$ cat src/sv/hm_pkg.sv
// package for the indexed min-heap core: widths, codes and memory request types
// no dependencies
package hm_pkg;

  localparam int unsigned CAPACITY = 1024;
  localparam int unsigned KEY_W    = 10;
  localparam int unsigned VALUE_W  = 32;
  localparam int unsigned ADDR_W   = $clog2(CAPACITY);
  localparam int unsigned SLOT_W   = ADDR_W + 1;
  localparam int unsigned CHILD_W  = SLOT_W + 1;
  localparam int unsigned KEYS     = 2 ** KEY_W;
  localparam int unsigned ENTRY_W  = KEY_W + VALUE_W;

  typedef enum logic [1:0] {
    OP_INSERT = 2'd0,
    OP_REMOVE = 2'd1,
    OP_POP    = 2'd2,
    OP_CLEAR  = 2'd3
  } op_e;

  typedef enum logic [1:0] {
    ST_DONE   = 2'd0,
    ST_ABSENT = 2'd1,
    ST_FULL   = 2'd2,
    ST_DUP    = 2'd3
  } status_e;

  typedef struct packed {
    logic                re;
    logic [ADDR_W-1:0]   raddr;
    logic                we;
    logic [ADDR_W-1:0]   waddr;
    logic [ENTRY_W-1:0]  wdata;
  } heap_req_t;

  typedef struct packed {
    logic                re;
    logic [KEY_W-1:0]    raddr;
    logic                we;
    logic [KEY_W-1:0]    waddr;
    logic [SLOT_W-1:0]   wdata;
  } pos_req_t;

  typedef struct packed {
    logic                busy;
    logic                clearing;
    logic [SLOT_W-1:0]   count;
  } ctrl_stat_t;

  function automatic logic [ADDR_W-1:0] slot_addr(input logic [CHILD_W-1:0] s);
    logic [CHILD_W-1:0] t;
    t = s - CHILD_W'(1);
    return t[ADDR_W-1:0];
  endfunction

endpackage

$ cat src/sv/hm_if.sv
// stream interfaces for the indexed min-heap core: command beats in, result beats out
// depends on hm_pkg
interface hm_in_if;
  logic                      valid;
  logic                      ready;
  logic [1:0]                operation;
  logic [hm_pkg::KEY_W-1:0]  key;
  logic signed [hm_pkg::VALUE_W-1:0] value;
  modport source (output valid, operation, key, value, input ready);
  modport sink   (input valid, operation, key, value, output ready);
endinterface

interface hm_out_if;
  logic                      valid;
  logic                      ready;
  logic [1:0]                status;
  logic [hm_pkg::KEY_W-1:0]  key_out;
  logic signed [hm_pkg::VALUE_W-1:0] value_out;
  modport source (output valid, status, key_out, value_out, input ready);
  modport sink   (input valid, status, key_out, value_out, output ready);
endinterface

$ cat src/sv/hm_ctrl.sv
// sequencer of the indexed min-heap: membership test, sift up, walk up, sift down
// depends on hm_pkg and hm_if; drives the heap ram and the position map ram
module hm_ctrl (
  input  logic                          clk_i,
  input  logic                          rst_ni,
  hm_in_if.sink                         in_i,
  hm_out_if.source                      out_o,
  output hm_pkg::heap_req_t             heap_req_o,
  input  logic [hm_pkg::ENTRY_W-1:0]    heap_rdata_i,
  output hm_pkg::pos_req_t              pos_req_o,
  input  logic [hm_pkg::SLOT_W-1:0]     pos_rdata_i,
  output hm_pkg::ctrl_stat_t            stat_o
);

  localparam int unsigned KW = hm_pkg::KEY_W;
  localparam int unsigned VW = hm_pkg::VALUE_W;
  localparam int unsigned SW = hm_pkg::SLOT_W;
  localparam int unsigned CW = hm_pkg::CHILD_W;

  typedef enum logic [13:0] {
    S_CLR    = 14'b00000000000001,
    S_IDLE   = 14'b00000000000010,
    S_POS    = 14'b00000000000100,
    S_KEY    = 14'b00000000001000,
    S_UP     = 14'b00000000010000,
    S_UP_C   = 14'b00000000100000,
    S_RU     = 14'b00000001000000,
    S_RU_W   = 14'b00000010000000,
    S_POP    = 14'b00000100000000,
    S_LAST_R = 14'b00001000000000,
    S_LAST   = 14'b00010000000000,
    S_DN     = 14'b00100000000000,
    S_DN_A   = 14'b01000000000000,
    S_DN_B   = 14'b10000000000000
  } state_e;

  state_e state_q, state_d;
  logic dn_c_q, dn_c_d;
  hm_pkg::op_e op_q, op_d;
  logic [KW-1:0] key_q, key_d, lk_q, lk_d, ck_q, ck_d;
  logic signed [VW-1:0] val_q, val_d, lv_q, lv_d, cv_q, cv_d;
  logic [SW-1:0] count_q, count_d, hole_q, hole_d;
  logic [CW-1:0] c_q, c_d;
  logic [KW-1:0] clr_q, clr_d;
  logic out_valid_q, out_valid_d;
  hm_pkg::status_e status_q, status_d;
  logic [KW-1:0] kout_q, kout_d;
  logic signed [VW-1:0] vout_q, vout_d;

  logic [KW-1:0] rk;
  logic signed [VW-1:0] rv;
  logic [SW-1:0] parent;
  logic [CW-1:0] hole_x, count_x, c_inc;
  logic take;

  assign rk      = heap_rdata_i[hm_pkg::ENTRY_W-1:VW];
  assign rv      = heap_rdata_i[VW-1:0];
  assign parent  = hole_q >> 1;
  assign hole_x  = {1'b0, hole_q};
  assign count_x = {1'b0, count_q};
  assign c_inc   = c_q + CW'(1);
  assign take    = in_i.valid && in_i.ready;

  assign in_i.ready      = (state_q == S_IDLE) && (!out_valid_q || out_o.ready);
  assign out_o.valid     = out_valid_q;
  assign out_o.status    = status_q;
  assign out_o.key_out   = kout_q;
  assign out_o.value_out = vout_q;

  assign stat_o.busy     = (state_q != S_IDLE);
  assign stat_o.clearing = (state_q == S_CLR);
  assign stat_o.count    = count_q;

  always_comb begin
    state_d     = state_q;
    dn_c_d      = 1'b0;
    op_d        = op_q;
    key_d       = key_q;
    val_d       = val_q;
    lk_d        = lk_q;
    lv_d        = lv_q;
    ck_d        = ck_q;
    cv_d        = cv_q;
    count_d     = count_q;
    hole_d      = hole_q;
    c_d         = c_q;
    clr_d       = clr_q;
    out_valid_d = out_valid_q;
    status_d    = status_q;
    kout_d      = kout_q;
    vout_d      = vout_q;
    heap_req_o  = '0;
    pos_req_o   = '0;

    if (out_valid_q && out_o.ready) begin
      out_valid_d = 1'b0;
    end

    unique case (state_q)
      S_CLR: begin
        pos_req_o.we    = 1'b1;
        pos_req_o.waddr = clr_q;
        clr_d = clr_q + KW'(1);
        if (&clr_q) begin
          state_d = S_IDLE;
        end
      end
      S_IDLE: begin
        if (take) begin
          op_d   = hm_pkg::op_e'(in_i.operation);
          key_d  = in_i.key;
          val_d  = in_i.value;
          kout_d = '0;
          vout_d = '0;
          unique case (hm_pkg::op_e'(in_i.operation)) inside
            hm_pkg::OP_INSERT, hm_pkg::OP_REMOVE: begin
              pos_req_o.re    = 1'b1;
              pos_req_o.raddr = in_i.key;
              state_d = S_POS;
            end
            hm_pkg::OP_POP: begin
              if (count_q == '0) begin
                status_d    = hm_pkg::ST_ABSENT;
                out_valid_d = 1'b1;
              end else begin
                heap_req_o.re    = 1'b1;
                heap_req_o.raddr = hm_pkg::slot_addr(CW'(1));
                state_d = S_POP;
              end
            end
            default: begin
              count_d     = '0;
              status_d    = hm_pkg::ST_DONE;
              out_valid_d = 1'b1;
            end
          endcase
        end
      end
      S_POS: begin
        hole_d = pos_rdata_i;
        if (pos_rdata_i != '0 && pos_rdata_i <= count_q) begin
          heap_req_o.re    = 1'b1;
          heap_req_o.raddr = hm_pkg::slot_addr({1'b0, pos_rdata_i});
          state_d = S_KEY;
        end else if (op_q == hm_pkg::OP_REMOVE) begin
          status_d    = hm_pkg::ST_ABSENT;
          out_valid_d = 1'b1;
          state_d     = S_IDLE;
        end else if (count_x >= CW'(hm_pkg::CAPACITY)) begin
          status_d    = hm_pkg::ST_FULL;
          out_valid_d = 1'b1;
          state_d     = S_IDLE;
        end else begin
          count_d = count_q + SW'(1);
          hole_d  = count_q + SW'(1);
          state_d = S_UP;
        end
      end
      S_KEY: begin
        if (rk == key_q) begin
          if (op_q == hm_pkg::OP_REMOVE) begin
            kout_d  = rk;
            vout_d  = rv;
            state_d = S_RU;
          end else begin
            status_d    = hm_pkg::ST_DUP;
            out_valid_d = 1'b1;
            state_d     = S_IDLE;
          end
        end else if (op_q == hm_pkg::OP_REMOVE) begin
          status_d    = hm_pkg::ST_ABSENT;
          out_valid_d = 1'b1;
          state_d     = S_IDLE;
        end else if (count_x >= CW'(hm_pkg::CAPACITY)) begin
          status_d    = hm_pkg::ST_FULL;
          out_valid_d = 1'b1;
          state_d     = S_IDLE;
        end else begin
          count_d = count_q + SW'(1);
          hole_d  = count_q + SW'(1);
          state_d = S_UP;
        end
      end
      S_UP: begin
        if (hole_q > SW'(1)) begin
          heap_req_o.re    = 1'b1;
          heap_req_o.raddr = hm_pkg::slot_addr({1'b0, parent});
          state_d = S_UP_C;
        end else begin
          heap_req_o.we    = 1'b1;
          heap_req_o.waddr = hm_pkg::slot_addr(hole_x);
          heap_req_o.wdata = {key_q, val_q};
          pos_req_o.we     = 1'b1;
          pos_req_o.waddr  = key_q;
          pos_req_o.wdata  = hole_q;
          status_d    = hm_pkg::ST_DONE;
          out_valid_d = 1'b1;
          state_d     = S_IDLE;
        end
      end
      S_UP_C: begin
        heap_req_o.we    = 1'b1;
        heap_req_o.waddr = hm_pkg::slot_addr(hole_x);
        pos_req_o.we     = 1'b1;
        pos_req_o.wdata  = hole_q;
        if (val_q < rv) begin
          heap_req_o.wdata = heap_rdata_i;
          pos_req_o.waddr  = rk;
          hole_d  = parent;
          state_d = S_UP;
        end else begin
          heap_req_o.wdata = {key_q, val_q};
          pos_req_o.waddr  = key_q;
          status_d    = hm_pkg::ST_DONE;
          out_valid_d = 1'b1;
          state_d     = S_IDLE;
        end
      end
      S_RU: begin
        if (hole_q > SW'(1)) begin
          heap_req_o.re    = 1'b1;
          heap_req_o.raddr = hm_pkg::slot_addr({1'b0, parent});
          state_d = S_RU_W;
        end else begin
          state_d = S_LAST_R;
        end
      end
      S_RU_W: begin
        heap_req_o.we    = 1'b1;
        heap_req_o.waddr = hm_pkg::slot_addr(hole_x);
        heap_req_o.wdata = heap_rdata_i;
        pos_req_o.we     = 1'b1;
        pos_req_o.waddr  = rk;
        pos_req_o.wdata  = hole_q;
        hole_d  = parent;
        state_d = S_RU;
      end
      S_POP: begin
        kout_d  = rk;
        vout_d  = rv;
        hole_d  = SW'(1);
        state_d = S_LAST_R;
      end
      S_LAST_R: begin
        heap_req_o.re    = 1'b1;
        heap_req_o.raddr = hm_pkg::slot_addr(count_x);
        state_d = S_LAST;
      end
      S_LAST: begin
        lk_d    = rk;
        lv_d    = rv;
        c_d     = CW'(2);
        state_d = S_DN;
      end
      S_DN: begin
        if (c_q < count_x && !dn_c_q) begin
          heap_req_o.re    = 1'b1;
          heap_req_o.raddr = hm_pkg::slot_addr(c_q);
          state_d = S_DN_A;
        end else if (dn_c_q && cv_q < lv_q) begin
          heap_req_o.we    = 1'b1;
          heap_req_o.waddr = hm_pkg::slot_addr(hole_x);
          heap_req_o.wdata = {ck_q, cv_q};
          pos_req_o.we     = 1'b1;
          pos_req_o.waddr  = ck_q;
          pos_req_o.wdata  = hole_q;
          hole_d = c_q[SW-1:0];
          c_d    = c_q << 1;
        end else begin
          heap_req_o.we    = 1'b1;
          heap_req_o.waddr = hm_pkg::slot_addr(hole_x);
          heap_req_o.wdata = {lk_q, lv_q};
          pos_req_o.we     = 1'b1;
          pos_req_o.waddr  = lk_q;
          pos_req_o.wdata  = hole_q;
          count_d     = count_q - SW'(1);
          status_d    = hm_pkg::ST_DONE;
          out_valid_d = 1'b1;
          state_d     = S_IDLE;
        end
      end
      S_DN_A: begin
        ck_d = rk;
        cv_d = rv;
        if (c_inc < count_x) begin
          heap_req_o.re    = 1'b1;
          heap_req_o.raddr = hm_pkg::slot_addr(c_inc);
          state_d = S_DN_B;
        end else begin
          dn_c_d  = 1'b1;
          state_d = S_DN;
        end
      end
      S_DN_B: begin
        if (rv < cv_q) begin
          ck_d = rk;
          cv_d = rv;
          c_d  = c_inc;
        end
        dn_c_d  = 1'b1;
        state_d = S_DN;
      end
      default: begin
        state_d = S_IDLE;
      end
    endcase
  end

  always_ff @(posedge clk_i or negedge rst_ni) begin
    if (!rst_ni) begin
      state_q     <= S_CLR;
      dn_c_q      <= 1'b0;
      count_q     <= '0;
      clr_q       <= '0;
      out_valid_q <= 1'b0;
    end else begin
      state_q     <= state_d;
      dn_c_q      <= dn_c_d;
      count_q     <= count_d;
      clr_q       <= clr_d;
      out_valid_q <= out_valid_d;
    end
  end

  always_ff @(posedge clk_i) begin
    op_q     <= op_d;
    key_q    <= key_d;
    val_q    <= val_d;
    lk_q     <= lk_d;
    lv_q     <= lv_d;
    ck_q     <= ck_d;
    cv_q     <= cv_d;
    hole_q   <= hole_d;
    c_q      <= c_d;
    status_q <= status_d;
    kout_q   <= kout_d;
    vout_q   <= vout_d;
  end

endmodule

$ cat src/flat_wrapper.sv
// flat-port wrapper written by rule: the top's interface ports become plain ports
module hm_ctrl_flat 
  (clk_i, rst_ni, heap_req_o, heap_rdata_i, pos_req_o, pos_rdata_i, stat_o, in_i_valid, in_i_operation, in_i_key, in_i_value, in_i_ready, out_o_valid, out_o_status, out_o_key_out, out_o_value_out, out_o_ready);
  hm_in_if in_i_i ();
  hm_out_if out_o_i ();
  input  logic clk_i;
  input  logic rst_ni;
  output hm_pkg::heap_req_t heap_req_o;
  input  logic [hm_pkg::ENTRY_W-1:0] heap_rdata_i;
  output hm_pkg::pos_req_t pos_req_o;
  input  logic [hm_pkg::SLOT_W-1:0] pos_rdata_i;
  output hm_pkg::ctrl_stat_t stat_o;
  input wire logic [$bits(in_i_i.valid)-1:0] in_i_valid;
  input wire logic [$bits(in_i_i.operation)-1:0] in_i_operation;
  input wire logic [$bits(in_i_i.key)-1:0] in_i_key;
  input wire logic [$bits(in_i_i.value)-1:0] in_i_value;
  output wire logic [$bits(in_i_i.ready)-1:0] in_i_ready;
  output wire logic [$bits(out_o_i.valid)-1:0] out_o_valid;
  output wire logic [$bits(out_o_i.status)-1:0] out_o_status;
  output wire logic [$bits(out_o_i.key_out)-1:0] out_o_key_out;
  output wire logic [$bits(out_o_i.value_out)-1:0] out_o_value_out;
  input wire logic [$bits(out_o_i.ready)-1:0] out_o_ready;
  assign in_i_i.valid = in_i_valid;
  assign in_i_i.operation = in_i_operation;
  assign in_i_i.key = in_i_key;
  assign in_i_i.value = in_i_value;
  assign in_i_ready = in_i_i.ready;
  assign out_o_valid = out_o_i.valid;
  assign out_o_status = out_o_i.status;
  assign out_o_key_out = out_o_i.key_out;
  assign out_o_value_out = out_o_i.value_out;
  assign out_o_i.ready = out_o_ready;
  hm_ctrl u_core (.clk_i(clk_i), .rst_ni(rst_ni), .in_i(in_i_i), .out_o(out_o_i), .heap_req_o(heap_req_o), .heap_rdata_i(heap_rdata_i), .pos_req_o(pos_req_o), .pos_rdata_i(pos_rdata_i), .stat_o(stat_o));
endmodule
$ cat config.mk
export PLATFORM = sky130hd
export DESIGN_NAME = hm_ctrl_flat
export DESIGN_NICKNAME = d
export VERILOG_FILES = /design/src/sv/hm_pkg.sv /design/src/sv/hm_if.sv /design/src/sv/hm_ctrl.sv /design/src/flat_wrapper.sv
export SDC_FILE = /design/constraint.sdc
export NUM_CORES = 1
export LEC_CHECK = 0
export ABC_AREA = 1
export BUFFER_PORTS_ARGS = -buffer_cell sky130_fd_sc_hd__buf_2
export CAP_MARGIN = 10
export CORE_MARGIN = 2
export CORE_UTILIZATION = 30
export DETAILED_ROUTE_END_ITERATION = 8
export GPL_ROUTABILITY_DRIVEN = 0
export PLACE_DENSITY = 0.44
export SLEW_MARGIN = 15
export SYNTH_ARGS = -nofsm -noshare
export SYNTH_HDL_FRONTEND = slang
export SYNTH_SLANG_ARGS = --single-unit
$ cat constraint.sdc
create_clock -name clk_i -period 4.5 [get_ports clk_i]
set_input_delay 1.35 -clock clk_i [delete_from_list [all_inputs] [get_ports clk_i]]
set_output_delay 1.35 -clock clk_i [all_outputs]
set_load 0.01 [all_outputs]
## After elaboration in Yosys (flattened, before gate mapping)

Cells that the tools add are included.

- Muxes and demuxes: 102
- Reduce and logical (&&, ||, !) cells: 32
- Eq/ne operators: 41
- $add $sub $neg: 10
- Magnitude comparators: 8

Operators by type and width:

| operator | count |
|---|---|
| $mux 11 | 27 |
| $pmux 53 s4 | 1 |
| $pmux 14 s13 | 1 |
| $pmux 11 s6 | 2 |
| $mux 32 | 4 |
| $mux 14 | 9 |
| $mux 53 | 2 |
| $lt 32x32->1 | 3 |
| $pmux 32 s3 | 1 |
| $mux 42 | 2 |
| $pmux 32 s2 | 1 |
| $mux 10 | 6 |
| $sub 10x1->10 const B | 6 |
| $pmux 11 s5 | 1 |
| $mux 22 | 2 |
| $pmux 11 s4 | 1 |
| $mux 12 | 3 |
| $pmux 12 s3 | 1 |
| $pmux 11 s3 | 1 |
| $pmux 10 s3 | 1 |
| $pmux 14 s2 | 1 |
| $lt 12x11->1 | 2 |
| $mux 2 | 11 |
| $mux 21 | 1 |
| other kinds (55) | 103 |

- Output and inout port bits: 156
- Logic and storage cells: 210
- Bits in registers: 232

## Depth between registers and ports, before layout

Gate-level depths: netlist of run 1.

- Depth in word-level cells: 6
- Gate-level depth with buffers: 21

## Worst setup path after synthesis of run 1

OpenSTA, ideal clock, no wires.

- Path type: in2reg
- Start: in heap_rdata_i[17] in the netlist's numbering
- End: reg u_core.ck_q[0], enable pin
- Library setup time: 0.455 ns
- Cell stages on the path: 10
- Path slack: -0.461 ns
- Data required time: 4.045 ns
- Arrival time: 4.505 ns
- Cell sequence: ha_1 a21oi_1 nor2_1 a211oi_1 o221ai_1 a21oi_1 nand3_1 nand2_1 nor2_1 a21oi_1

- Longest elaborated chain between the ends: 3

RTL lines:

| item | RTL line | source |
|---|---|---|
| start: declaration | flat_wrapper.sv:9 | `input logic [hm_pkg::ENTRY_W-1:0] heap_rdata_i;` |
| $lt 32x32->1 | hm_ctrl.sv:295 | `if (rv < cv_q) begin` |
| $ne 2x1->1 (no line) | n/a |  |
| $reduce_and 2->1 (no line) | n/a |  |
| end signal: assignment | hm_ctrl.sv:331 | `ck_q <= ck_d;` |
| end: declaration | hm_ctrl.sv:40 | `logic [KW-1:0] key_q, key_d, lk_q, lk_d, ck_q, ck_d;` |

No other way between the ends.
A chain may end at the register's enable or synchronous reset.

==> impl_metrics.csv, run 1 <==
group,metric,value,unit
die,coreArea,51300,sq um
detailed_routing,ant_nets,0,
worst_hold_path,hp-class,"flip-flop to flip-flop",
global_routing,grt_pass1_wl,88200,um
worst_setup_path,critPathArrivalTime,3590,ps
sta,min_period_over_period,1.10,
clock_network,cts-root-buf,"clkbuf_16",
sta,slew_viol_final,0,
worst_setup_path,crit_path_end_kind,"output port",
power_and_ir_drop,total_power,8.88,mW
sta,fin_ws,-444,ps
clock_network,clockBufferDepth,3,
final_layout,fin_util,0.429,
die,initial_utilization,0.303,
synth,synth_nets,2082,
clock_network,clk_pin_slew,50,ps
worst_setup_path,critPathSlowestCell,"edfxtp_1",
clock_network,clock_latency,590,ps
placement,dpl_cell_area,18900,sq um
synth,avgSynthCellArea,8.43,sq um
global_routing,grt_start_max_net_pins,44,
die,die_h,232,um
sta,relSlewSlack,0.372,
clock_network,cts_buffers,31,
global_routing,grt_util_met1,0.289,
clock_network,cts_num_sinks,232,
status,failed_checks,"setup timing",
synth,ys_seq_area_frac,0.436,
synth,synth_ff_type,"edfxtp_1",
synth,synth_top_cell_by_area,"edfxtp_1",
detailed_routing,drc,0,
sta,max_freq,202,MHz
clock_network,h-tree-depth,1,
die,rows,83,
synth,yosys-top-cells-area,"edfxtp_1 38%, ha_1 11%, nand2_1 10%, inv_1 6.8%, dfrtp_1 5.8%",
synth,synth_top_area_share,0.376,
clock_network,cts_tree,"yes",
worst_setup_path,slowest_delay,500,ps
final_layout,n_antenna_cell,0,
sta,fin_crit,4940,ps
detailed_routing,first_iter_violations,996,
worst_setup_path,critPathLaunchType,"flip-flop",
power_and_ir_drop,irDropWorstVdd,0.000287,V
placement,io_buffer_count,256,
worst_setup_path,critical_path.cell_chain,"ha_2 -> nand2_2 -> nor2_4 -> nand2_2 -> nor2_2 -> inv_1 -> nand2_2 -> inv_2 -> ha_4 -> nand2_2 -> nor2_2 -> a211oi_2 -> o21a_1 -> o21ai_2 -> nand2_1 -> nand2_2 -> nor2_4 -> clkinvlp_4 -> buf_6 -> o21ai_2 -> buf_2",
synth,synth-seq-cells,232,
die,die_x,232,um
global_routing,grt_pass1_vias,14800,
placement,hpwl,44000,um
synth,synth_edf_count,195,
global_routing,grt_use_met2,0.348,
worst_setup_path,path_delay_family,"simple AND/OR/NAND/NOR gates",
detailed_routing,num_vias,14700,
detailed_routing,firstDrtPassIters,5,
synth,yosysUniqueCellTypes,60,
global_routing,antenna_found_initial,4,
detailed_routing,wl,59200,um
power_and_ir_drop,cellLeakagePower,10.5,nW
job,cap_violations,0,
sta,worst_clock_skew,22.3,ps
worst_setup_path,path_buf_inv,5,
synth,syn_inst,1845,
final_layout,stdcell_area,22000,sq um
power_and_ir_drop,p_per_area,403,nW/um^2
detailed_routing,wl_per_cell,19.6,um
sta,setup_viol,63,
final_layout,final_cells,3019,
sta,final_hold_viol_count,0,
worst_setup_path,crit_required,3150,ps
synth,synthArstFlopShare,0.159,
detailed_routing,via_per_inst,4.88,
synth,yosys_warnings,0,
global_routing,gr-usage-all-layers,0.216,
global_routing,busiest_layer,"met2",
global_routing,grt-ovfl-total,0,
worst_setup_path,crit_top_cell,"nand2_2",
die,io_pins,257,
die,dieArea,53700,sq um
sta,worst_slew_pin_slew,942,ps
final_layout,drive_gt1_frac,0.351,
worst_setup_path,cp_max_fo,6,
global_routing,use_met3,0.0470,
sta,rsz0062_at_grt,"yes",
placement,placedCellCount,2911,
status,status,"complete, but fails checks",
final_layout,layout.nets,2551,
synth,syn-cell-area,15600,sq um
worst_setup_path,criticalPathCategory,"flip-flop to output port",
final_layout,areaGrowthSynthToFinish,41.4,%
clock_network,hold_buffers,0,
## per-stage QoR
step,worst slack (ps),hold WS (ps),TNS [ps]
5_1_grt,-582,534,-24780
3_5_place_dp,-495,496,-24430
3_3_place_gp,-505,485,-24670
6_report,-444,503,-15220
2_1_floorplan,32.4,463,0
4_1_cts,-451,509,-17030
## logic make-up after synthesis
| group | synth area share |
|---|---|
| AO/OA/AOI/OAI | 0.0940 |
| XOR/XNOR | 0.0338 |
| adder cells (fa/ha/maj) | 0.109 |
| buffers and inverters | 0.0851 |
| flip-flops | 0.436 |
| AND/OR/NAND/NOR | 0.242 |
## layout make-up
cell class	instances	area (sq um)
Timing Repair Buffer	472	3480
Clock buffer	50	857
Tap cell	680	851
Clock inverter	8	95.1
Fill cell	5181	29300
Inverter	302	1190
Multi-Input combinational cell	1275	8740
Sequential cell	232	6790
## registers in the layout, indices dropped and copies added (netlist names), 2 cells and up
register and count:
u_core.clr_q 10, u_core.cv_q 32, u_core.out_o.key_out 10, u_core.state_q 14
u_core.count_q 11, u_core.out_o.value_out 32, u_core.op_q 2, u_core.hole_q 11
u_core.c_q 12, u_core.lv_q 32, u_core.lk_q 10, u_core.ck_q 10
u_core.val_q 32, u_core.out_o.status 2, u_core.key_q 10
## power breakdown
group	switching (mW)	internal (mW)	total (mW)	leakage (nW)
Sequential	0.280	2.78	3.06	2.28
Clock	0.975	1.41	2.38	0.459
Combinational	2.16	1.27	3.43	7.74
## cell usage after synthesis, types with 18 or more instances
cell type and number:
nor3_1 27, xor2_1 47, inv_1 280, dfrtp_1 36, nand3_1 90, nand2_1 416, nor2_1 174, buf_2 18
nand4_1 54, o21ai_0 57, a21oi_1 91, edfxtp_1 195, ha_1 136
## worst register-to-register path, delay by kind of cell (launching register included)
family | cells | cell delay [ps]
AND/OR/NAND/NOR | 4 | 440
adder cells (fa/ha/maj) | 1 | 310
AO/OA/AOI/OAI | 5 | 850
flip-flops | 1 | 370
buffers and inverters | 3 | 770
## cell usage in the layout, fill, tap and decap left out, types with 12 or more instances in the layout
cell and n:
inv_2 40, buf_6 50, a22oi_1 12, a21oi_2 14
clkbuf_16 33, inv_1 243, nand2_1 336, o21ai_1 18
ha_1 107, a21oi_1 73, nor2_4 17, nand2_4 35
clkbuf_1 18, buf_2 213, ha_4 27, buf_12 15
nand2_2 50, xor2_1 45, nand3_1 60, buf_4 188
nor2_1 155, nor2_2 15, xnor2_1 13, nand4_1 54
nand3_2 28, nor3_1 26, o21ai_0 49, o22ai_1 14
edfxtp_1 195, dfrtp_1 31
## per-layer routing
metal / up-vias / part of all wire
met5: - / 0.00088
met4: 8 / 0.030
met3: 100 / 0.065
met2: 423 / 0.46
met1: 7039 / 0.45
li1: 7159 / -
## worst paths after layout
path	startpoint	endpoint	slack, ps	cells past startpoint
worst max-delay path	u_core.c_q[0]	heap_req_o[61]	-440	21
max in group asynchronous	rst_ni	u_core.count_q[0]	2930	1
worst min register to register	u_core.clr_q[3]	u_core.clr_q[3]	500	1
min in group asynchronous	rst_ni	u_core.clr_q[0]	910	1
worst min-delay path	u_core.clr_q[3]	u_core.clr_q[3]	500	1
worst max register to register	u_core.count_q[2]	u_core.hole_q[3]	1460	13
## what timing repair did
| item | 4_1_cts | 5_1_grt |
|---|---|---|
| pin swaps | 102 | 76 |
| gates resized for setup | 277 | 130 |
| endpoints found under the hold margin | 0 | 0 |
| buffers inserted | 28 | 25 |
| gates cloned | 3 | 2 |
| endpoints found under the setup margin | 85 | 85 |
Note: power is estimated with default switching activity, not from simulation.
==> run 2: changes to the inputs <==
CORE_ASPECT_RATIO = 0.6   (was default)
CTS_BUF_LIST = sky130_fd_sc_hd__clkbuf_8 sky130_fd_sc_hd__clkbuf_16   (was default)
==> run 2 against run 1 <==
Power decreased by 3.6%. Flip-flop and latch count is the same. Core utilization fell by 0.56 points. Critical path type is now primary input to output port. Sequential share of layout area increased by 0.52 points. The run still ends with setup timing left. Clock power shrank 12%. Fmax rose by 2.6%.
==> impl_metrics.csv, run 2 (synthesis gave the netlist of run 1 again) <==
group,metric,value,unit
die,rows,64,
status,status,"complete, but fails checks",
worst_setup_path,critical_path.cell_chain,"buf_6 -> inv_4 -> ha_4 -> nand2_4 -> inv_2 -> o21ai_1 -> nand2_1 -> nand2_1 -> o211ai_1 -> a21oi_2 -> nand2_2 -> nand2_2 -> nand2_4 -> nand2_4 -> nand2_8 -> buf_12 -> nand2_2 -> nand4_1 -> buf_6",
sta,max_freq,208,MHz
clock_network,cts_buffers,26,
final_layout,final_cell_mix,"322 x nand2_1, 262 x inv_1, 225 x buf_2",
detailed_routing,wl_per_cell,20.8,um
worst_setup_path,criticalPathCategory,"primary input to output port",
worst_setup_path,startpoint,"heap_rdata_i[19]",
placement,io_buffer_count,256,
power_and_ir_drop,swShare,0.402,
clock_network,cts_num_sinks,232,
sta,worst_clock_skew,12.7,ps
power_and_ir_drop,irDropWorstVdd,0.000271,V
die,io_pins,257,
detailed_routing,first_iter_violations,1289,
sta,rsz0062_at_grt,"yes",
detailed_routing,num_vias,14900,
worst_setup_path,critPathSlowestCell,"a21oi_2",
power_and_ir_drop,p_per_area,396,nW/um^2
status,failed_checks,"setup timing",
sta,hold_slack,498,ps
placement,hpwl,47400,um
sta,slew_viol_final,0,
clock_network,clock_latency,560,ps
detailed_routing,ant_nets,0,
global_routing,grt_pass1_wl,91500,um
worst_setup_path,slowest_delay,250,ps
sta,worst_slew_pin_slew,959,ps
clock_network,hold_buffers,0,
final_layout,n_antenna_cell,0,
global_routing,grt_start_max_net_pins,43,
detailed_routing,wl,62600,um
final_layout,nFillCells,5187,
global_routing,gr-usage-all-layers,0.226,
final_layout,final_common_cell,"nand2_1",
worst_setup_path,crit_path_end_kind,"output port",
power_and_ir_drop,pwr-share-seq,0.358,
worst_setup_path,critPathLaunchType,"primary input",
placement,post-place-ws,-723,ps
detailed_routing,drc,0,
final_layout,layout.nets,2529,
die,die_x,298,um
clock_network,h-tree-depth,1,
sta,min_period_over_period,1.07,
worst_hold_path,min_from,"u_core.clr_q[3]",
power_and_ir_drop,power.internal,5.12,mW
worst_setup_path,critPathArrivalTime,3470,ps
sta,final_hold_viol_count,0,
sta,setup_viol,63,
worst_setup_path,r2r_start,"u_core.count_q[1]",
detailed_routing,firstDrtPassIters,7,
clock_network,cts_tree,"yes",
die,dieArea,53700,sq um
worst_setup_path,cp_max_fo,6,
sta,fin_crit,4820,ps
sta,relSlewSlack,0.356,
job,cap_violations,0,
clock_network,cts-root-buf,"clkbuf_16",
power_and_ir_drop,combPwrFrac,0.398,
die,coreArea,51100,sq um
power_and_ir_drop,cellLeakagePower,10.4,nW
clock_network,clk_pin_slew,60,ps
power_and_ir_drop,power_frac_clock,0.245,
final_layout,drive_gt1_frac,0.346,
worst_hold_path,hp-class,"flip-flop to flip-flop",
final_layout,areaGrowthSynthToFinish,39.0,%
die,initial_utilization,0.304,
global_routing,grt_pass1_vias,14300,
clock_network,clockBufferDepth,3,
global_routing,antenna_found_initial,2,
sta,fin_ws,-319,ps
detailed_routing,via_per_inst,4.95,
power_and_ir_drop,switching_power,3.44,mW
global_routing,grt-ovfl-total,0,
worst_setup_path,crit_required,3150,ps
die,die_h,180,um
[run 2: worst paths after layout]
kind | slack (ps) | depth (start not counted) | end
setup / recovery | -320 | 19 | heap_req_o[28]
max in group asynchronous | 2900 | 1 | u_core.count_q[5]
hold reg to reg | 500 | 1 | u_core.clr_q[3]
hold / removal | 500 | 1 | u_core.clr_q[3]
setup reg to reg | 1230 | 16 | u_core.hole_q[6]
min in group asynchronous | 940 | 1 | u_core.clr_q[3]
[run 2: per-layer routing]
layer	share of wire	wire length, um	GRT usage	vias to the layer above
met4	0.015	931	0.0354	2
met5	0.00078	49	0	-
li1	-	-	-	7117
met1	0.51	31900	0.358	7203
met2	0.39	24700	0.311	504
met3	0.079	4920	0.0509	57
[run 2: area by class of cell]
type | instances | area, sq um | area share
timing repair buffer | 455 | 3240 | 0.150
inverter | 302 | 1160 | 0.0538
clock buffer | 28 | 689 | 0.0319
clock inverter | 20 | 110 | 0.00509
multi-input combinational | 1275 | 8770 | 0.405
sequential | 232 | 6790 | 0.314
tap | 693 | 867 | 0.0401
[run 2: per-stage QoR]
step                power (mW)  instances   util  TNS [ps]  instance area [sq um]
global route              9.02       3005  0.423    -23780                  21600
global placement          6.08       2923  0.369    -36130                  18800
floorplan                 4.68       1845      -         0                  15600
detailed placement        6.10       2923  0.369    -37020                  18800
CTS                       8.40       2996  0.407    -18150                  20800
finish                    8.56       3005  0.423    -16160                  21600
[run 2: what timing repair did]
item / CTS / global route
pin swaps: 73 / 92
setup buffers: 23 / 11
resized for setup: 213 / 176
endpoints found under the setup margin: 81 / 84
gates cloned: 4 / 1
[run 2: critical path, delay by kind of cell]
kind	cells	cell delay [ps]
and+or+nand+nor	10	850
adders and majority gates	1	210
AOI/OAI and AO/OA	3	510
buffers and inverters	5	550
[run 2: power groups by stage]
stage	clock [mW]	sequential [mW]	combinational [mW]
2_1_floorplan	0	3.08	1.61
4_1_cts	2.13	3.03	3.23
6_report	2.09	3.06	3.40
3_3_place_gp	0	3.05	3.03
3_5_place_dp	0	3.05	3.05
5_1_grt	2.21	3.10	3.71
